**src/hw/rtl/brds_pkg.sv**
```systemverilog
// ----------------------------------------------------------------------------
// brds_pkg
// Shared types and constants of the button repeat and duration setter.
// ----------------------------------------------------------------------------
package brds_pkg;

  localparam int NUM_BUTTONS = 3;

  localparam int BTN_MODE  = 0;
  localparam int BTN_RAISE = 1;
  localparam int BTN_STORE = 2;

  localparam logic [7:0] INTERVAL_RESET = 8'd50;
  localparam logic [7:0] PEND_MAX       = 8'd255;
  localparam logic [6:0] EDIT_MIN       = 7'd1;
  localparam logic [6:0] EDIT_MAX       = 7'd99;
  localparam logic [6:0] RED_RESET      = 7'd5;
  localparam logic [6:0] YELLOW_RESET   = 7'd2;
  localparam logic [6:0] GREEN_RESET    = 7'd3;

  typedef enum logic [1:0] {
    MODE_NORMAL = 2'd0,
    MODE_RED    = 2'd1,
    MODE_YELLOW = 2'd2,
    MODE_GREEN  = 2'd3
  } mode_t;

  typedef struct packed {
    logic [2:0] pressed_bits;
    logic [2:0] held_long_bits;
  } item_t;

  typedef struct packed {
    logic [1:0] mode_now;
    logic [6:0] edit_value_now;
    logic [6:0] red_time;
    logic [6:0] yellow_time;
    logic [6:0] green_time;
    logic       restart_red;
  } result_t;

  typedef struct packed {
    logic [NUM_BUTTONS-1:0] add_press;
  } btn_event_t;

endpackage

```
**src/hw/rtl/brds_fifo.sv**
```systemverilog
// ----------------------------------------------------------------------------
// brds_fifo
// Small synchronous queue with registered storage and count-based flags.
// ----------------------------------------------------------------------------
module brds_fifo #(
  parameter int WIDTH = 8,
  parameter int DEPTH = 2
) (
  input  logic             clk,
  input  logic             rst,
  input  logic             push,
  input  logic [WIDTH-1:0] wdata,
  output logic             full,
  input  logic             pop,
  output logic [WIDTH-1:0] rdata,
  output logic             empty
);

  localparam int AW = (DEPTH > 1) ? $clog2(DEPTH) : 1;
  localparam int CW = $clog2(DEPTH + 1);

  logic [WIDTH-1:0] mem [DEPTH];
  logic [AW-1:0]    wr_ptr;
  logic [AW-1:0]    rd_ptr;
  logic [CW-1:0]    count;
  logic             do_push;
  logic             do_pop;

  assign full    = (count == CW'(DEPTH));
  assign empty   = (count == '0);
  assign do_push = push && !full;
  assign do_pop  = pop && !empty;
  assign rdata   = mem[rd_ptr];

  always_ff @(posedge clk) begin
    if (do_push) begin
      mem[wr_ptr] <= wdata;
    end
  end

  always_ff @(posedge clk) begin
    if (rst) begin
      wr_ptr <= '0;
      rd_ptr <= '0;
      count  <= '0;
    end else begin
      if (do_push) begin
        wr_ptr <= (wr_ptr == AW'(DEPTH - 1)) ? '0 : wr_ptr + 1'b1;
      end
      if (do_pop) begin
        rd_ptr <= (rd_ptr == AW'(DEPTH - 1)) ? '0 : rd_ptr + 1'b1;
      end
      case ({do_push, do_pop})
        2'b10:   count <= count + 1'b1;
        2'b01:   count <= count - 1'b1;
        default: count <= count;
      endcase
    end
  end

endmodule

```
**src/hw/rtl/brds_front.sv**
```systemverilog
// ----------------------------------------------------------------------------
// brds_front
// Per-button phase machines and auto-repeat counters; emits press events.
// ----------------------------------------------------------------------------
module brds_front (
  input  logic                  clk,
  input  logic                  rst,
  input  logic                  cfg_wr,
  input  logic [7:0]            cfg_data,
  input  logic                  push,
  input  brds_pkg::item_t       item,
  input  logic                  evt_full,
  output logic                  evt_push,
  output brds_pkg::btn_event_t  evt_data
);

  typedef enum logic [1:0] {
    PH_RELEASED = 2'd0,
    PH_PRESSED  = 2'd1,
    PH_LONG     = 2'd2
  } phase_t;

  phase_t     phase      [brds_pkg::NUM_BUTTONS];
  phase_t     phase_next [brds_pkg::NUM_BUTTONS];
  logic [7:0] rpt        [brds_pkg::NUM_BUTTONS];
  logic [7:0] rpt_next   [brds_pkg::NUM_BUTTONS];
  logic [7:0] repeat_interval;
  logic       go;

  assign go       = push && !evt_full;
  assign evt_push = go;

  always_comb begin
    evt_data = '0;
    for (int i = 0; i < brds_pkg::NUM_BUTTONS; i++) begin
      phase_next[i] = phase[i];
      rpt_next[i]   = rpt[i];
      unique case (phase[i])
        PH_PRESSED: begin
          if (!item.pressed_bits[i]) begin
            phase_next[i] = PH_RELEASED;
          end else if (item.held_long_bits[i]) begin
            phase_next[i] = PH_LONG;
          end
        end
        PH_LONG: begin
          if (!item.pressed_bits[i]) begin
            phase_next[i] = PH_RELEASED;
            rpt_next[i]   = '0;
          end else if (rpt[i] >= repeat_interval) begin
            evt_data.add_press[i] = 1'b1;
            rpt_next[i]           = '0;
          end else begin
            rpt_next[i] = rpt[i] + 8'd1;
          end
        end
        default: begin
          phase_next[i] = PH_RELEASED;
          if (item.pressed_bits[i]) begin
            phase_next[i]         = PH_PRESSED;
            evt_data.add_press[i] = 1'b1;
          end
        end
      endcase
    end
  end

  always_ff @(posedge clk) begin
    if (rst) begin
      repeat_interval <= brds_pkg::INTERVAL_RESET;
    end else if (cfg_wr) begin
      repeat_interval <= cfg_data;
    end
  end

  always_ff @(posedge clk) begin
    if (rst) begin
      for (int i = 0; i < brds_pkg::NUM_BUTTONS; i++) begin
        phase[i] <= PH_RELEASED;
        rpt[i]   <= '0;
      end
    end else if (go) begin
      for (int i = 0; i < brds_pkg::NUM_BUTTONS; i++) begin
        phase[i] <= phase_next[i];
        rpt[i]   <= rpt_next[i];
      end
    end
  end

endmodule

```
**src/hw/rtl/brds_back.sv**
```systemverilog
// ----------------------------------------------------------------------------
// brds_back
// Pending press counters and the settings mode machine; builds each result.
// ----------------------------------------------------------------------------
module brds_back (
  input  logic                 clk,
  input  logic                 rst,
  input  logic                 evt_empty,
  input  brds_pkg::btn_event_t evt_data,
  output logic                 evt_pop,
  input  logic                 res_full,
  output logic                 res_push,
  output brds_pkg::result_t    res_data
);

  brds_pkg::mode_t mode;
  brds_pkg::mode_t mode_next;
  logic [7:0] pend      [brds_pkg::NUM_BUTTONS];
  logic [7:0] pend_mid  [brds_pkg::NUM_BUTTONS];
  logic [7:0] pend_next [brds_pkg::NUM_BUTTONS];
  logic [6:0] edit;
  logic [6:0] edit_next;
  logic [6:0] edit_inc;
  logic [6:0] red;
  logic [6:0] red_next;
  logic [6:0] yellow;
  logic [6:0] yellow_next;
  logic [6:0] green;
  logic [6:0] green_next;
  logic       restart;
  logic       go;

  assign go       = !evt_empty && !res_full;
  assign evt_pop  = go;
  assign res_push = go;

  always_comb begin
    for (int i = 0; i < brds_pkg::NUM_BUTTONS; i++) begin
      pend_mid[i] = pend[i];
      if (evt_data.add_press[i] && pend[i] != brds_pkg::PEND_MAX) begin
        pend_mid[i] = pend[i] + 8'd1;
      end
      pend_next[i] = pend_mid[i];
    end
    mode_next   = mode;
    edit_next   = edit;
    edit_inc    = '0;
    red_next    = red;
    yellow_next = yellow;
    green_next  = green;
    restart     = 1'b0;

    if (mode == brds_pkg::MODE_NORMAL) begin
      if (pend_mid[brds_pkg::BTN_MODE] != '0) begin
        pend_next[brds_pkg::BTN_MODE] = pend_mid[brds_pkg::BTN_MODE] - 8'd1;
        mode_next = brds_pkg::MODE_RED;
        edit_next = brds_pkg::EDIT_MIN;
      end
    end else begin
      if (pend_mid[brds_pkg::BTN_MODE] != '0) begin
        pend_next[brds_pkg::BTN_MODE] = pend_mid[brds_pkg::BTN_MODE] - 8'd1;
        mode_next = brds_pkg::mode_t'(2'(mode + 2'd1));
        edit_next = brds_pkg::EDIT_MIN;
        restart   = (mode == brds_pkg::MODE_GREEN);
      end
      if (pend_mid[brds_pkg::BTN_RAISE] != '0) begin
        pend_next[brds_pkg::BTN_RAISE] = pend_mid[brds_pkg::BTN_RAISE] - 8'd1;
        edit_inc  = edit_next + 7'd1;
        edit_next = (edit_inc > brds_pkg::EDIT_MAX) ? brds_pkg::EDIT_MIN : edit_inc;
      end
      if (pend_mid[brds_pkg::BTN_STORE] != '0) begin
        pend_next[brds_pkg::BTN_STORE] = pend_mid[brds_pkg::BTN_STORE] - 8'd1;
        unique case (mode)
          brds_pkg::MODE_RED:    red_next    = edit_next;
          brds_pkg::MODE_YELLOW: yellow_next = edit_next;
          default:               green_next  = edit_next;
        endcase
      end
    end

    res_data.mode_now       = mode_next;
    res_data.edit_value_now = edit_next;
    res_data.red_time       = red_next;
    res_data.yellow_time    = yellow_next;
    res_data.green_time     = green_next;
    res_data.restart_red    = restart;
  end

  always_ff @(posedge clk) begin
    if (rst) begin
      for (int i = 0; i < brds_pkg::NUM_BUTTONS; i++) begin
        pend[i] <= '0;
      end
      mode   <= brds_pkg::MODE_NORMAL;
      edit   <= brds_pkg::EDIT_MIN;
      red    <= brds_pkg::RED_RESET;
      yellow <= brds_pkg::YELLOW_RESET;
      green  <= brds_pkg::GREEN_RESET;
    end else if (go) begin
      for (int i = 0; i < brds_pkg::NUM_BUTTONS; i++) begin
        pend[i] <= pend_next[i];
      end
      mode   <= mode_next;
      edit   <= edit_next;
      red    <= red_next;
      yellow <= yellow_next;
      green  <= green_next;
    end
  end

endmodule

```
**src/hw/rtl/button_repeat_duration_setter_unit.sv**
```systemverilog
// ----------------------------------------------------------------------------
// button_repeat_duration_setter_unit
// Button auto-repeat front end feeding a traffic light duration setter.
//
//   channel  direction  handshake          payload
//   tick     in         push / full        item   (brds_pkg::item_t)
//   result   out        pop / empty        result (brds_pkg::result_t)
//   config   in         cfg_wr             cfg_data (repeat interval)
//
// One tick accepted per cycle while full is low; its result crosses the
// event and result queues. The front stage updates button phases on accept;
// the back stage updates pending counts and the mode machine as it moves an
// event into the result queue. A full result queue stalls the back stage
// and, once the event queue fills, raises full. Reset is synchronous.
// ----------------------------------------------------------------------------
module button_repeat_duration_setter_unit #(
  parameter int MID_DEPTH = 2,
  parameter int OUT_DEPTH = 2
) (
  input  logic              clk,
  input  logic              rst,
  input  logic              cfg_wr,
  input  logic [7:0]        cfg_data,
  input  logic              push,
  input  brds_pkg::item_t   item,
  output logic              full,
  input  logic              pop,
  output brds_pkg::result_t result,
  output logic              empty
);

  logic                 evt_push;
  logic                 evt_full;
  logic                 evt_pop;
  logic                 evt_empty;
  brds_pkg::btn_event_t evt_in;
  brds_pkg::btn_event_t evt_out;
  logic                 res_push;
  logic                 res_full;
  brds_pkg::result_t    res_in;

  assign full = evt_full;

  brds_front u_front (
    .clk      (clk),
    .rst      (rst),
    .cfg_wr   (cfg_wr),
    .cfg_data (cfg_data),
    .push     (push),
    .item     (item),
    .evt_full (evt_full),
    .evt_push (evt_push),
    .evt_data (evt_in)
  );

  brds_fifo #(
    .WIDTH ($bits(brds_pkg::btn_event_t)),
    .DEPTH (MID_DEPTH)
  ) u_evt_q (
    .clk   (clk),
    .rst   (rst),
    .push  (evt_push),
    .wdata (evt_in),
    .full  (evt_full),
    .pop   (evt_pop),
    .rdata (evt_out),
    .empty (evt_empty)
  );

  brds_back u_back (
    .clk       (clk),
    .rst       (rst),
    .evt_empty (evt_empty),
    .evt_data  (evt_out),
    .evt_pop   (evt_pop),
    .res_full  (res_full),
    .res_push  (res_push),
    .res_data  (res_in)
  );

  brds_fifo #(
    .WIDTH ($bits(brds_pkg::result_t)),
    .DEPTH (OUT_DEPTH)
  ) u_res_q (
    .clk   (clk),
    .rst   (rst),
    .push  (res_push),
    .wdata (res_in),
    .full  (res_full),
    .pop   (pop),
    .rdata (result),
    .empty (empty)
  );

`ifndef SYNTHESIS
  a_restart_mode: assert property (@(posedge clk) disable iff (rst)
    (!empty && result.restart_red) |-> (result.mode_now == brds_pkg::MODE_NORMAL))
    else $error("restart transaction without return to normal mode");

  a_edit_range: assert property (@(posedge clk) disable iff (rst)
    !empty |-> (result.edit_value_now >= brds_pkg::EDIT_MIN &&
                result.edit_value_now <= brds_pkg::EDIT_MAX))
    else $error("edit value out of range");

  a_evt_queued: assert property (@(posedge clk) disable iff (rst)
    (push && !full) |=> !evt_empty)
    else $error("accepted transaction lost before the back stage");
`endif

endmodule

```
**config.mk**
```make
export PLATFORM = sky130hd
export DESIGN_NAME = button_repeat_duration_setter_unit
export DESIGN_NICKNAME = d
export VERILOG_FILES = /design/src/hw/rtl/brds_pkg.sv /design/src/hw/rtl/brds_fifo.sv /design/src/hw/rtl/brds_front.sv /design/src/hw/rtl/brds_back.sv /design/src/hw/rtl/button_repeat_duration_setter_unit.sv
export SDC_FILE = /design/constraint.sdc
export NUM_CORES = 1
export LEC_CHECK = 0
export ABC_CLOCK_PERIOD_IN_PS = 11200
export BUFFER_PORTS_ARGS = -buffer_cell sky130_fd_sc_hd__buf_4
export CORE_MARGIN = 3
export CORE_UTILIZATION = 56
export DETAILED_ROUTE_END_ITERATION = 6
export GPL_ROUTABILITY_DRIVEN = 0
export PLACE_DENSITY = 0.74
export SKIP_CTS_REPAIR_TIMING = 1
export SKIP_LAST_GASP = 1
export SYNTH_ARGS = -nofsm -noshare
export SYNTH_HDL_FRONTEND = slang
export SYNTH_SLANG_ARGS = --single-unit
```
**constraint.sdc**
```tcl
create_clock -name clk -period 11.2 [get_ports clk]
set_input_delay 2.24 -clock clk [delete_from_list [all_inputs] [get_ports clk]]
set_output_delay 2.24 -clock clk [all_outputs]
set_load 0.02 [all_outputs]
```
# Yosys cells after proc, flatten, opt, wreduce, memory -nomap -nowiden
# Memories as Yosys holds them, arrays and structs flattened. A register that Yosys moved wholly into a read port is not among the register bits.
# Cells that the tools add are included.
# word_totals
regBits	46
mem_bits_rw	122
input_bits	19
memories	5
# classes
add_sub_neg	19
order_cmp	4
n_eq_ne	18
muxes	93
n_bitwise	9
n_reduce_logical	22
# memory_table
memory	depth	width	rd	rd_clocked_by_memory_dff	wr	line	rtl
u_res_q.mem	2	31	1	1	1	brds_fifo.sv:22	logic [WIDTH-1:0] mem [DEPTH];
u_back.pend	3	8	3	0	3	brds_back.sv:18	logic [7:0] pend [brds_pkg::NUM_BUTTONS];
u_front.rpt	3	8	3	0	3	brds_front.sv:25	logic [7:0] rpt [brds_pkg::NUM_BUTTONS];
u_evt_q.mem	2	3	1	1	1	brds_fifo.sv:22	
u_front.phase	3	2	3	0	3	brds_front.sv:23	phase_t phase [brds_pkg::NUM_BUTTONS];
# op_table
cell	n
8-bit two-way mux	21
7-bit two-way mux	14
8-bit by 1-bit adder with 8-bit output (second input constant)	6
1-bit two-way mux	34
2-bit two-way mux	15
8-bit greater-or-equal comparator	3
8-bit != test (second input constant)	3
8-bit nonzero test	3
8-bit by 1-bit subtractor with 8-bit output (second input constant)	3
2-bit one-hot mux with 2 select lines	5
2-bit == test (second input constant)	9
16-bit two-way mux	1
2-bit by 1-bit == test with 1-bit output (second input constant)	6
1-bit logical AND	9
1-bit OR	9
7-bit by 1-bit adder with 7-bit output (second input constant)	1
7-bit greater-than comparator (second input constant)	1
2-bit by 1-bit adder with 2-bit output (second input constant)	3
2-bit logical NOT	3
1-bit one-hot mux with 2 select lines	3
1-bit adder (second input constant)	4
1-bit logical NOT	4
2-bit nonzero test	2
2-bit by 1-bit subtractor with 2-bit output (second input constant)	2
2-bit OR reduction	1

# Longest topological paths before layout
# Gate-level depths: netlist (run 1).
# An unclocked memory read counts as a cell.
# logic_depth
word_depth	14
depth_mapped	18
mapped_depth_nobuf	17

# By module
# From an unflattened synthesis (run 1), not the netlist that was laid out.
# unflattened
hier_cells	896
hier_area_um2	9541.7
# modules_own_cells
mod	n_inst	cells_each	area_per_inst_um2	seq_area_each_um2
brds_back	1	497	4126.5	1321.3
brds_front	1	242	2527.4	1061.0
brds_fifo at u_res_q	1	122	2449.8	1961.9
brds_fifo at u_evt_q	1	35	437.9	280.3

# Worst setup path before layout (run 1)
# No wires, ideal clock.
# synth_timing
kind	reg-to-reg
startpoint	register (tool-made name)
endpoint	memory u_res_q.mem[0][26] (netlist name), data pin
arrival_time_ns	3.480
required_time_ns	10.942
setup_slack_ns	7.462
path_stages_with_launch	18
path_buffers	2
path_cell_list	dfxtp_1 buf_6 mux2i_4 o21bai_1 mux2i_1 ha_1 and3_4 and3_1 ha_1 nor3_1 nor4_1 nand2b_1 and4_1 and3_1 buf_6 nor2_2 a22o_1 and2_1
# synth_rtl
item	line
end: declaration	brds_fifo.sv:22

==> metrics, run 1 <==
max_cap viols 0; register-to-register setup slack 6.77 ns; post-synthesis cell count 881; top cell type's share of synthesized area 38.5%; clk sinks 170; outcome finished clean; Post-DRT Antenna Nets 0; placed cells 1123; CP arrival 4.58 ns; DRT iter0 DRCs 460; top cells by area, synth edfxtp_1 39%, dfxtp_1 10%, ha_1 6.6%; Final period util 39.6%; P_int 0.00165 W; maximum clock insertion buffer count 2; YS warnings 0; Final setup viols 0; Worst setup SP type flop; Min-Delay Path Depth 2; Hold Path Origin u_back.yellow[6]; post-synthesis sequential area ratio 48.6%; First-pass DRT Iterations 5; peak supply drop 0.133 mV; #FFs+latches synth 170; die area 0.0186 sq mm; Site Rows 47; layout overhead on the synthesized area 12.0%; logic gate share of total power 39.0%; crit-path max FO 7; Syn Nets 950; Top FF cell, synth edfxtp_1; switching power 0.00100 W; CTS Root Cell clkbuf_16; final max-slew violation count 0; Worst EP required 11.35 ns; clock-pin transition on the worst setup and hold timing paths 0.07 ns; Worst-Margin Slew 1.01 ns; vias in the first global route 6440; vias per cell 5.79; synthesized area per cell 10.8 sq um; largest net degree at the start of global routing 39; Die Width 136 microns; Min-Delay Path Class reg -> reg; power per standard cell area 249 mW/mm^2; sequential power share 36.9%; fin crit period 4.43 ns; TritonCTS clock tree yes; Max H-tree Level 4; vias post-DR 6688; P_leak 4.11 nW; crit path kind reg -> reg; DIE HEIGHT 136 microns; Sw Share 37.9%; Clock Skew 0.0122 ns; post-synth cell types 81; f_max 0.226 GHz; Initial Utilization 57.4%; antenna cells 0; Rel. slew slack 31.3%; Clock Latency Late Sink 0.44 ns; power share of the clock group 24.1%; initial antenna violation count 0; final hold violations 0; cell area after synthesis 0.00951 sq mm; critical path capture point type flop; Top-Level Pins 52; fin cells 1155; Post-synth EDFFs 122; Reg2Reg Depth 15; Detail Placement HPWL 13.8 mm; first-pass GRT wire length 32.6 mm; ratio of cells with drive above 1 in the final layout 18.3%; reg2reg end u_res_q.mem[1][10]; setup TNS 0 ns; routed len/inst 17.1 microns; core area 0.0166 sq mm; RSZ-0062 raised after global routing no; Port Buffer Count 51; worst hold endpoint u_back.yellow[6]; WL final 19.8 mm; GRT Overall Usage 22.4%; DRC viols 0; Post-synth ARST share 0%; Nets 991; global route total overflow 0; total CTS buffers 17; area leader, netlist edfxtp_1
[cells in the final DEF (no fill, tap or decap), types with 8 or more instances in the layout]
cell type,count
buf_4,56
nand3_1,48
nor3_1,13
edfxtp_1,122
mux2_2,38
xnor2_1,29
o21ai_0,36
dfxtp_1,48
ha_1,50
a21oi_1,24
xor2_1,21
and3_1,19
nand2b_1,12
mux2i_1,16
nor2_1,104
nand2_1,77
o21ai_1,10
a21o_1,12
inv_1,34
clkbuf_16,17
nor2b_1,8
[cell usage after synthesis, types with 8 or more instances]
master	number
edfxtp_1	122
buf_6	10
inv_1	34
o21ai_1	10
mux2_2	38
xor2_1	21
mux2i_1	16
clkbuf_1	10
a21o_1	12
ha_1	50
nand2b_1	12
and3_1	19
buf_2	8
a21oi_1	24
nand2_1	77
nor2_1	105
nor2b_1	8
nand3_1	48
xnor2_1	29
nor3_1	13
dfxtp_1	48
o21ai_0	36
[critical path, cell delays in order, from the launching register on]
cell and delay [ns]:
dfxtp_1 0.52, mux2i_4 0.41, o21bai_1 0.21, mux2i_1 0.38, ha_1 0.23, and3_4 0.23
and3_1 0.25, ha_1 0.28, nor3_1 0.17, nor4_1 0.08, nand2b_1 0.12, and4_1 0.27
a31oi_2 0.15, and2_1 0.17, o21ai_1 0.43, o21ai_0 0.22
[sequential cells by signal, summed over array words and instances (netlist names), named ones only]
| name | flops |
|---|---|
| u_back.edit | 7 |
| u_back.green | 7 |
| u_back.mode | 2 |
| u_back.pend | 24 |
| u_back.red | 7 |
| u_back.yellow | 7 |
| u_evt_q.count | 2 |
| u_evt_q.mem | 6 |
| u_evt_q.rd_ptr | 1 |
| u_evt_q.wr_ptr | 1 |
| u_front.phase | 6 |
| u_front.repeat_interval | 8 |
| u_front.rpt | 24 |
| u_res_q.count | 2 |
| u_res_q.mem | 62 |
| u_res_q.rd_ptr | 1 |
| u_res_q.wr_ptr | 1 |
[area by class of cell]
cell class	count	area (sq um)
Multi-Input combinational cell	642	4550
Clock buffer	17	425
Inverter	35	131
Timing Repair Buffer	56	420
Tap cell	220	275
Fill cell	1353	5930
Sequential cell	170	4620
Clock inverter	15	235
[power groups by stage]
stage / clock network (W) / registers, W / logic (W)
CTS: 0.000650 / 0.000977 / 0.00104
finish: 0.000640 / 0.000977 / 0.00103
detailed placement: 0 / 0.000989 / 0.00103
global placement: 0 / 0.000980 / 0.00102
global route: 0.000677 / 0.000998 / 0.00115
floorplan: 0 / 0.000948 / 0.000790
[worst max path at each step]
stage | slack (ns) | from | depth (start not counted) | to
after floorplan | 7.46 | flop | 17 | u_res_q.mem[0][26]
after global placement | 6.91 | flop | 15 | u_res_q.mem[0][3]
final | 6.77 | flop | 15 | u_res_q.mem[1][10]
after CTS | 6.82 | flop | 15 | u_res_q.mem[0][10]
after global routing | 6.52 | flop | 15 | u_res_q.mem[1][10]
after detailed placement | 6.85 | flop | 15 | u_res_q.mem[0][10]
[layer usage]
layer / global-route usage, % / vias to the layer above / routed length (microns)
li1: - / 3278 / -
met3: 4.59 / 35 / 976
met4: 7.05 / 0 / 379
met1: 31.7 / 3190 / 9360
met2: 34.5 / 185 / 9040
met5: 0 / - / 0
[per-stage QoR]
step | total power, W | util [%] | hold slack, ns | cell area (sq um) | setup WS [ns]
6_report | 0.00265 | 64.3 | 0.464 | 10700 | 6.77
2_1_floorplan | 0.00174 | - | 0.434 | 9510 | 7.46
4_1_cts | 0.00266 | 64.3 | 0.466 | 10700 | 6.82
3_3_place_gp | 0.00200 | 60.3 | 0.447 | 10000 | 6.91
5_1_grt | 0.00282 | 64.3 | 0.481 | 10700 | 6.52
3_5_place_dp | 0.00202 | 60.3 | 0.458 | 10000 | 6.85
[logic make-up after synthesis]
group / count (synthesis) / share of synthesized area, %
and+or+nand+nor: 330 / 17.6
DFF: 170 / 48.6
AOI/OAI and AO/OA: 146 / 10.9
buffers and inverters: 69 / 3.63
muxes: 66 / 8.14
xor gates and xnor gates: 50 / 4.60
adders and majority gates: 50 / 6.58
Power figures use the tool's default switching activity.
==> inputs of run 2 (changes only) <==
--- a/config.mk
+++ b/config.mk
@@ -5,7 +5,7 @@
 export SDC_FILE = /design/constraint.sdc
 export NUM_CORES = 1
 export LEC_CHECK = 0
-export ABC_CLOCK_PERIOD_IN_PS = 11200
+export ABC_CLOCK_PERIOD_IN_PS = 4600
 export BUFFER_PORTS_ARGS = -buffer_cell sky130_fd_sc_hd__buf_4
 export CORE_MARGIN = 3
 export CORE_UTILIZATION = 56
==> constraint.sdc (replaced) <==
create_clock -name clk -period 4.6 [get_ports clk]
set_input_delay 0.92 -clock clk [delete_from_list [all_inputs] [get_ports clk]]
set_output_delay 0.92 -clock clk [all_outputs]
set_load 0.02 [all_outputs]
==> run 2 against run 1 <==
Clock power increased by 130%. Die area unchanged. Highest routed layer unchanged. Power increased by 140%. Critical path depth increased by 1. First-iteration DRC count increased by 21%. Combinational power increased by 150%. Largest power group unchanged.
==> metrics, run 2 (synthesis results as in run 1) <==
outcome finished clean; Worst-Margin Slew 1.01 ns; first-pass GRT wire length 31.7 mm; largest registers u_res_q.mem: 62 flops, u_back.pend: 24 flops, u_front.rpt: 24 flops; Min-Delay Path Depth 2; Max H-tree Level 4; Sw Share 38.5%; CP delay by family, top simple AND/OR/NAND/NOR gates; vias per cell 5.75; worst hold endpoint u_back.red[3]; Post-DRT Antenna Nets 0; most flop-heavy register u_res_q.mem; layout overhead on the synthesized area 11.7%; Layout fillers 1329; Final period util 93.4%; critical path capture point type flop; worst hold slack 0.462 ns; GRT Overall Usage 21.8%; peak supply drop 0.334 mV; First-pass DRT Iterations 5; final hold violations 0; Worst path slowest cell edfxtp_1; vias in the first global route 6315; max FFs per register 62; max_cap viols 0; RSZ-0062 raised after global routing no; crit-path max FO 7; Tot Pwr 0.00636 W; reg2reg end u_res_q.mem[1][26]; WP buf/inv 0; commonest non-fill, non-tap cells in the layout 122 x edfxtp_1, 104 x nor2_1, 77 x nand2_1; f_max 0.233 GHz; CP arrival 4.48 ns; sequential power share 37.2%; crit-path most repeated cell ha_1; Rel. slew slack 31.9%; worst path cell trace ha_1, nand4_1, o21bai_1, mux2i_1, ha_1, and3_4, and3_1, ha_1, nor3_1, nor4_1, nand2b_1, and4_1, and3_1, nor2_2, a22o_1, and2_1; crit path kind reg -> reg; P_leak 4.10 nW; setup TNS 0 ns; WL final 19.3 mm; power per standard cell area 599 mW/mm^2; power share of the clock group 22.7%; commonest non-fill, non-tap cell in the layout edfxtp_1; DIE HEIGHT 136 microns; die area 0.0186 sq mm; Top-Level Pins 52; TritonCTS clock tree yes; core area 0.0166 sq mm; total CTS buffers 17; register-to-register setup slack 0.30 ns; Nets 994; initial antenna violation count 0; DRC viols 0; Die Width 136 microns; Reg2Reg Depth 16; routed len/inst 16.7 microns; switching power 0.00245 W; Final setup viols 0; maximum clock insertion buffer count 2; FF-to-FF Start u_back.pend[0][0]; Port Buffer Count 51; Initial Utilization 57.4%; Detail Placement HPWL 13.5 mm; fin crit period 4.30 ns; Min-Delay Path Class reg -> reg; Hold Path Origin u_back.red[3]; Site Rows 47; global route total overflow 0; Clock Skew 0.0117 ns; clock-pin transition on the worst setup and hold timing paths 0.07 ns; vias post-DR 6657; ratio of cells with drive above 1 in the final layout 18.7%; Multi-input gate area 0.00455 sq mm; Worst EP required 4.78 ns; P_int 0.00392 W; FF/Latch Area 0.00462 sq mm; final max-slew violation count 0; clk sinks 170; DRT iter0 DRCs 556; logic gate share of total power 40.1%; CTS Root Cell clkbuf_16; Clock Latency Late Sink 0.43 ns; Worst setup SP type flop; post-layout util 64.1%; critical path's largest stage delay 0.40 ns; largest net degree at the start of global routing 39; antenna cells 0
==> run 2: changes by cell type in the layout (fill, tap and decap cells not counted) <==
cell,change
bufinv_16,-2
clkinv_2,+1
buf_4,+3
o21ai_1,-1
clkinv_8,-2
o21ai_2,+1
inv_8,+3
==> run 2: area by class of cell <==
class / instances / area share (%)
sequential: 170 / 43.5
clock inverter: 15 / 1.71
inverter: 35 / 1.24
tap: 220 / 2.59
timing repair buffer: 59 / 4.17
multi-input combinational: 642 / 42.8
clock buffer: 17 / 4.00
==> run 2: how the worst max path moves through the flow <==
stage | from | end | cells past startpoint
2_1_floorplan | flop | u_res_q.mem[0][26] | 17
3_3_place_gp | u_back.pend[0][0] | u_res_q.mem[0][10] | 16
3_5_place_dp | u_back.pend[0][0] | u_res_q.mem[0][10] | 16
4_1_cts | u_back.pend[0][0] | u_res_q.mem[0][10] | 16
5_1_grt | u_back.pend[0][0] | u_res_q.mem[1][26] | 16
6_report | u_back.pend[0][0] | u_res_q.mem[1][26] | 16
==> run 2: worst min-delay path: cells and delay by family, from the launching register on <==
family / cells / cell delay, ns
compound gates: 1 / 0.05
flops: 1 / 0.31
simple gates: 1 / 0.06
==> run 2: routing by layer <==
layer | up-vias | share of wire [%] | global-route usage [%]
met2 | 202 | 47 | 34.8
met1 | 3131 | 46 | 29.9
li1 | 3294 | - | -
met3 | 30 | 5.3 | 4.52
met5 | - | 0 | 0
met4 | 0 | 1.9 | 7.11
==> run 2: power groups by stage <==
stage | Clock, W | Combinational, W | Sequential [W]
global route | 0.00154 | 0.00279 | 0.00242
global placement | 0 | 0.00251 | 0.00238
floorplan | 0 | 0.00192 | 0.00231
CTS | 0.00147 | 0.00256 | 0.00237
detailed placement | 0 | 0.00253 | 0.00240
finish | 0.00145 | 0.00255 | 0.00237
==> run 2: metrics by stage <==
step	setup slack (ns)	std cells	instance area, sq um
6_report	0.302	1158	10600
5_1_grt	0.0122	1158	10600
4_1_cts	0.265	1158	10600
3_5_place_dp	0.368	1126	10000
3_3_place_gp	0.486	1126	10000
2_1_floorplan	0.862	881	9510
==> inputs of run 3 (changes only) <==
--- a/config.mk
+++ b/config.mk
@@ -6,12 +6,12 @@
 export NUM_CORES = 1
 export LEC_CHECK = 0
 export ABC_CLOCK_PERIOD_IN_PS = 4600
-export BUFFER_PORTS_ARGS = -buffer_cell sky130_fd_sc_hd__buf_4
 export CORE_MARGIN = 3
 export CORE_UTILIZATION = 56
 export DETAILED_ROUTE_END_ITERATION = 6
+export DONT_BUFFER_PORTS = 1
 export GPL_ROUTABILITY_DRIVEN = 0
-export PLACE_DENSITY = 0.74
+export PLACE_DENSITY = 0.71
 export SKIP_CTS_REPAIR_TIMING = 1
 export SKIP_LAST_GASP = 1
 export SYNTH_ARGS = -nofsm -noshare
==> constraint.sdc (replaced) <==
create_clock -name clk -period 4.6 [get_ports clk]
set_input_delay 0.23 -clock clk [delete_from_list [all_inputs] [get_ports clk]]
set_output_delay 0.23 -clock clk [all_outputs]
set_load 0.02 [all_outputs]
==> run 3 against run 2 <==
Sequential cell count unchanged. Worst setup slack improved by 0.016 ns. Utilization decreased by 1.3 points. Cell area down 2.1%. Non-clock buffer count decreased by 37. Worst hold slack got worse by 0.49 ns. Via count grew 0.23%. The run now ends with negative hold slack left.
==> metrics, run 3 (synthesis results as in run 1) <==
CTS Root Cell clkbuf_16; Worst-Margin Slew 1.04 ns; Top-Level Pins 52; Tot Pwr 0.00616 W; WL final 20.3 mm; clk sinks 170; Clock Latency Late Sink 0.43 ns; Final setup viols 0; Post-Place Cell Area 0.00964 sq mm; antenna cells 0; global route total overflow 0; Nets 957; Die Width 136 microns; Detail Placement HPWL 14.0 mm; f_max 0.234 GHz; WP buf/inv 0; Hold Path Origin cfg_data[7]; routed len/inst 18.1 microns; Initial Utilization 57.4%; CP arrival 4.44 ns; maximum clock insertion buffer count 2; TritonCTS clock tree yes; crit path kind reg -> reg; failing checks negative hold slack; worst hold slack -0.0285 ns; Final period util 93.1%; initial antenna violation count 0; Clock Skew 0.0107 ns; critical path capture point type flop; vias per cell 5.95; outcome complete, but fails checks; Min-Delay Path Class in -> reg; final max-slew violation count 0; DRC viols 0; P_leak 3.92 nW; Worst path slowest cell dfxtp_1; Worst setup SP type flop; commonest non-fill, non-tap cell in the layout edfxtp_1; Worst EP required 4.76 ns; ratio of cells with drive above 1 in the final layout 14.1%; vias post-DR 6672; clock-pin transition on the worst setup and hold timing paths 0.08 ns; DIE HEIGHT 136 microns; most flop-heavy register u_res_q.mem; fin crit period 4.28 ns; First-pass DRT Iterations 5; Rel. slew slack 30.3%; core area 0.0166 sq mm; commonest non-fill, non-tap cells in the layout 122 x edfxtp_1, 104 x nor2_1, 77 x nand2_1; largest registers u_res_q.mem: 62 flops, u_back.pend: 24 flops, u_front.rpt: 24 flops; GRT Overall Usage 21.7%; CP delay by family, top simple AND/OR/NAND/NOR gates; Site Rows 47; vias in the first global route 6388; DRT iter0 DRCs 646; Max H-tree Level 4; worst path cell trace mux2i_4, o21bai_1, xor2_1, ha_1, and3_4, and3_1, ha_1, nor3_1, nor4_1, nand2b_1, and4_1, and3_2, nor2_2, mux2i_4, o21ai_0; peak supply drop 0.377 mV; Layout fillers 1308; max FFs per register 62; max_cap viols 0; crit-path max FO 7; power per standard cell area 592 mW/mm^2; Layout Cell Area excl Fill 0.0104 sq mm; first-pass GRT wire length 32.0 mm; layout overhead on the synthesized area 9.42%; Post-DRT Antenna Nets 0; die area 0.0186 sq mm; critical path's largest stage delay 0.52 ns; Port Buffer Count 0; total CTS buffers 17; largest net degree at the start of global routing 39; final hold violations 1
## run 3: changes by cell type in the layout (fill, tap and decap cells not counted)
cell | previous run | this run
clkinv_8 | 3 | 4
bufinv_16 | 1 | 0
clkinv_2 | 1 | 0
clkinv_4 | 1 | 2
inv_12 | 0 | 2
buf_12 | 0 | 1
mux2i_1 | 16 | 15
clkinvlp_4 | 2 | 1
buf_4 | 59 | 8
and3_2 | 0 | 1
mux2i_2 | 1 | 2
dlygate4sd3_1 | 0 | 13
inv_6 | 2 | 1
and3_1 | 19 | 18
## run 3: stage by stage
step                std cells  setup TNS, ns  setup slack [ns]  utilization (%)
floorplan                 881              0             0.862                -
global placement         1075              0             0.442             58.1
detailed placement       1075              0             0.245             58.1
CTS                      1107              0             0.243             61.8
global route             1121       -0.00686          -0.00353             62.8
finish                   1121              0             0.319             62.8
## run 3: per-layer routing
layer / share of wire (%) / GRT usage [%]
met1: 45 / 28.4
met2: 49 / 36.1
met3: 4.6 / 5.07
met4: 1.5 / 6.55
met5: 0 / 0
## run 3: cell type report
| type | instances | area (sq um) | area share, % |
|---|---|---|---|
| clock buffer | 17 | 425 | 4.09 |
| clock inverter | 15 | 188 | 1.80 |
| inverter | 35 | 131 | 1.26 |
| multi-input combinational | 642 | 4550 | 43.8 |
| sequential | 170 | 4620 | 44.4 |
| tap | 220 | 275 | 2.64 |
| timing repair buffer | 22 | 210 | 2.02 |
## run 3: path summary, 6_finish.rpt
| check | endpoint | slack (ns) | cells after the start |
|---|---|---|---|
| max | u_res_q.mem[0][2] | 0.32 | 15 |
| min | u_front.repeat_interval[7] | -0.03 | 2 |
| max reg2reg | u_res_q.mem[0][2] | 0.32 | 15 |
| min reg2reg | u_back.yellow[3] | 0.46 | 2 |
## run 3: worst register-to-register path, cell delays in order (launching register included)
cell and delay (ns):
dfxtp_1 0.52, mux2i_4 0.42, o21bai_1 0.24, xor2_1 0.36, ha_1 0.23, and3_4 0.23, and3_1 0.25, ha_1 0.28
nor3_1 0.19, nor4_1 0.09, nand2b_1 0.12, and4_1 0.27, and3_2 0.33, nor2_2 0.08, mux2i_4 0.24, o21ai_0 0.17
## run 3: power breakdown
part | switching, W | internal [W]
sequential | 0.000279 | 0.00211
clock | 0.000700 | 0.000745
combinational | 0.00148 | 0.000849
total | 0.00246 | 0.00371
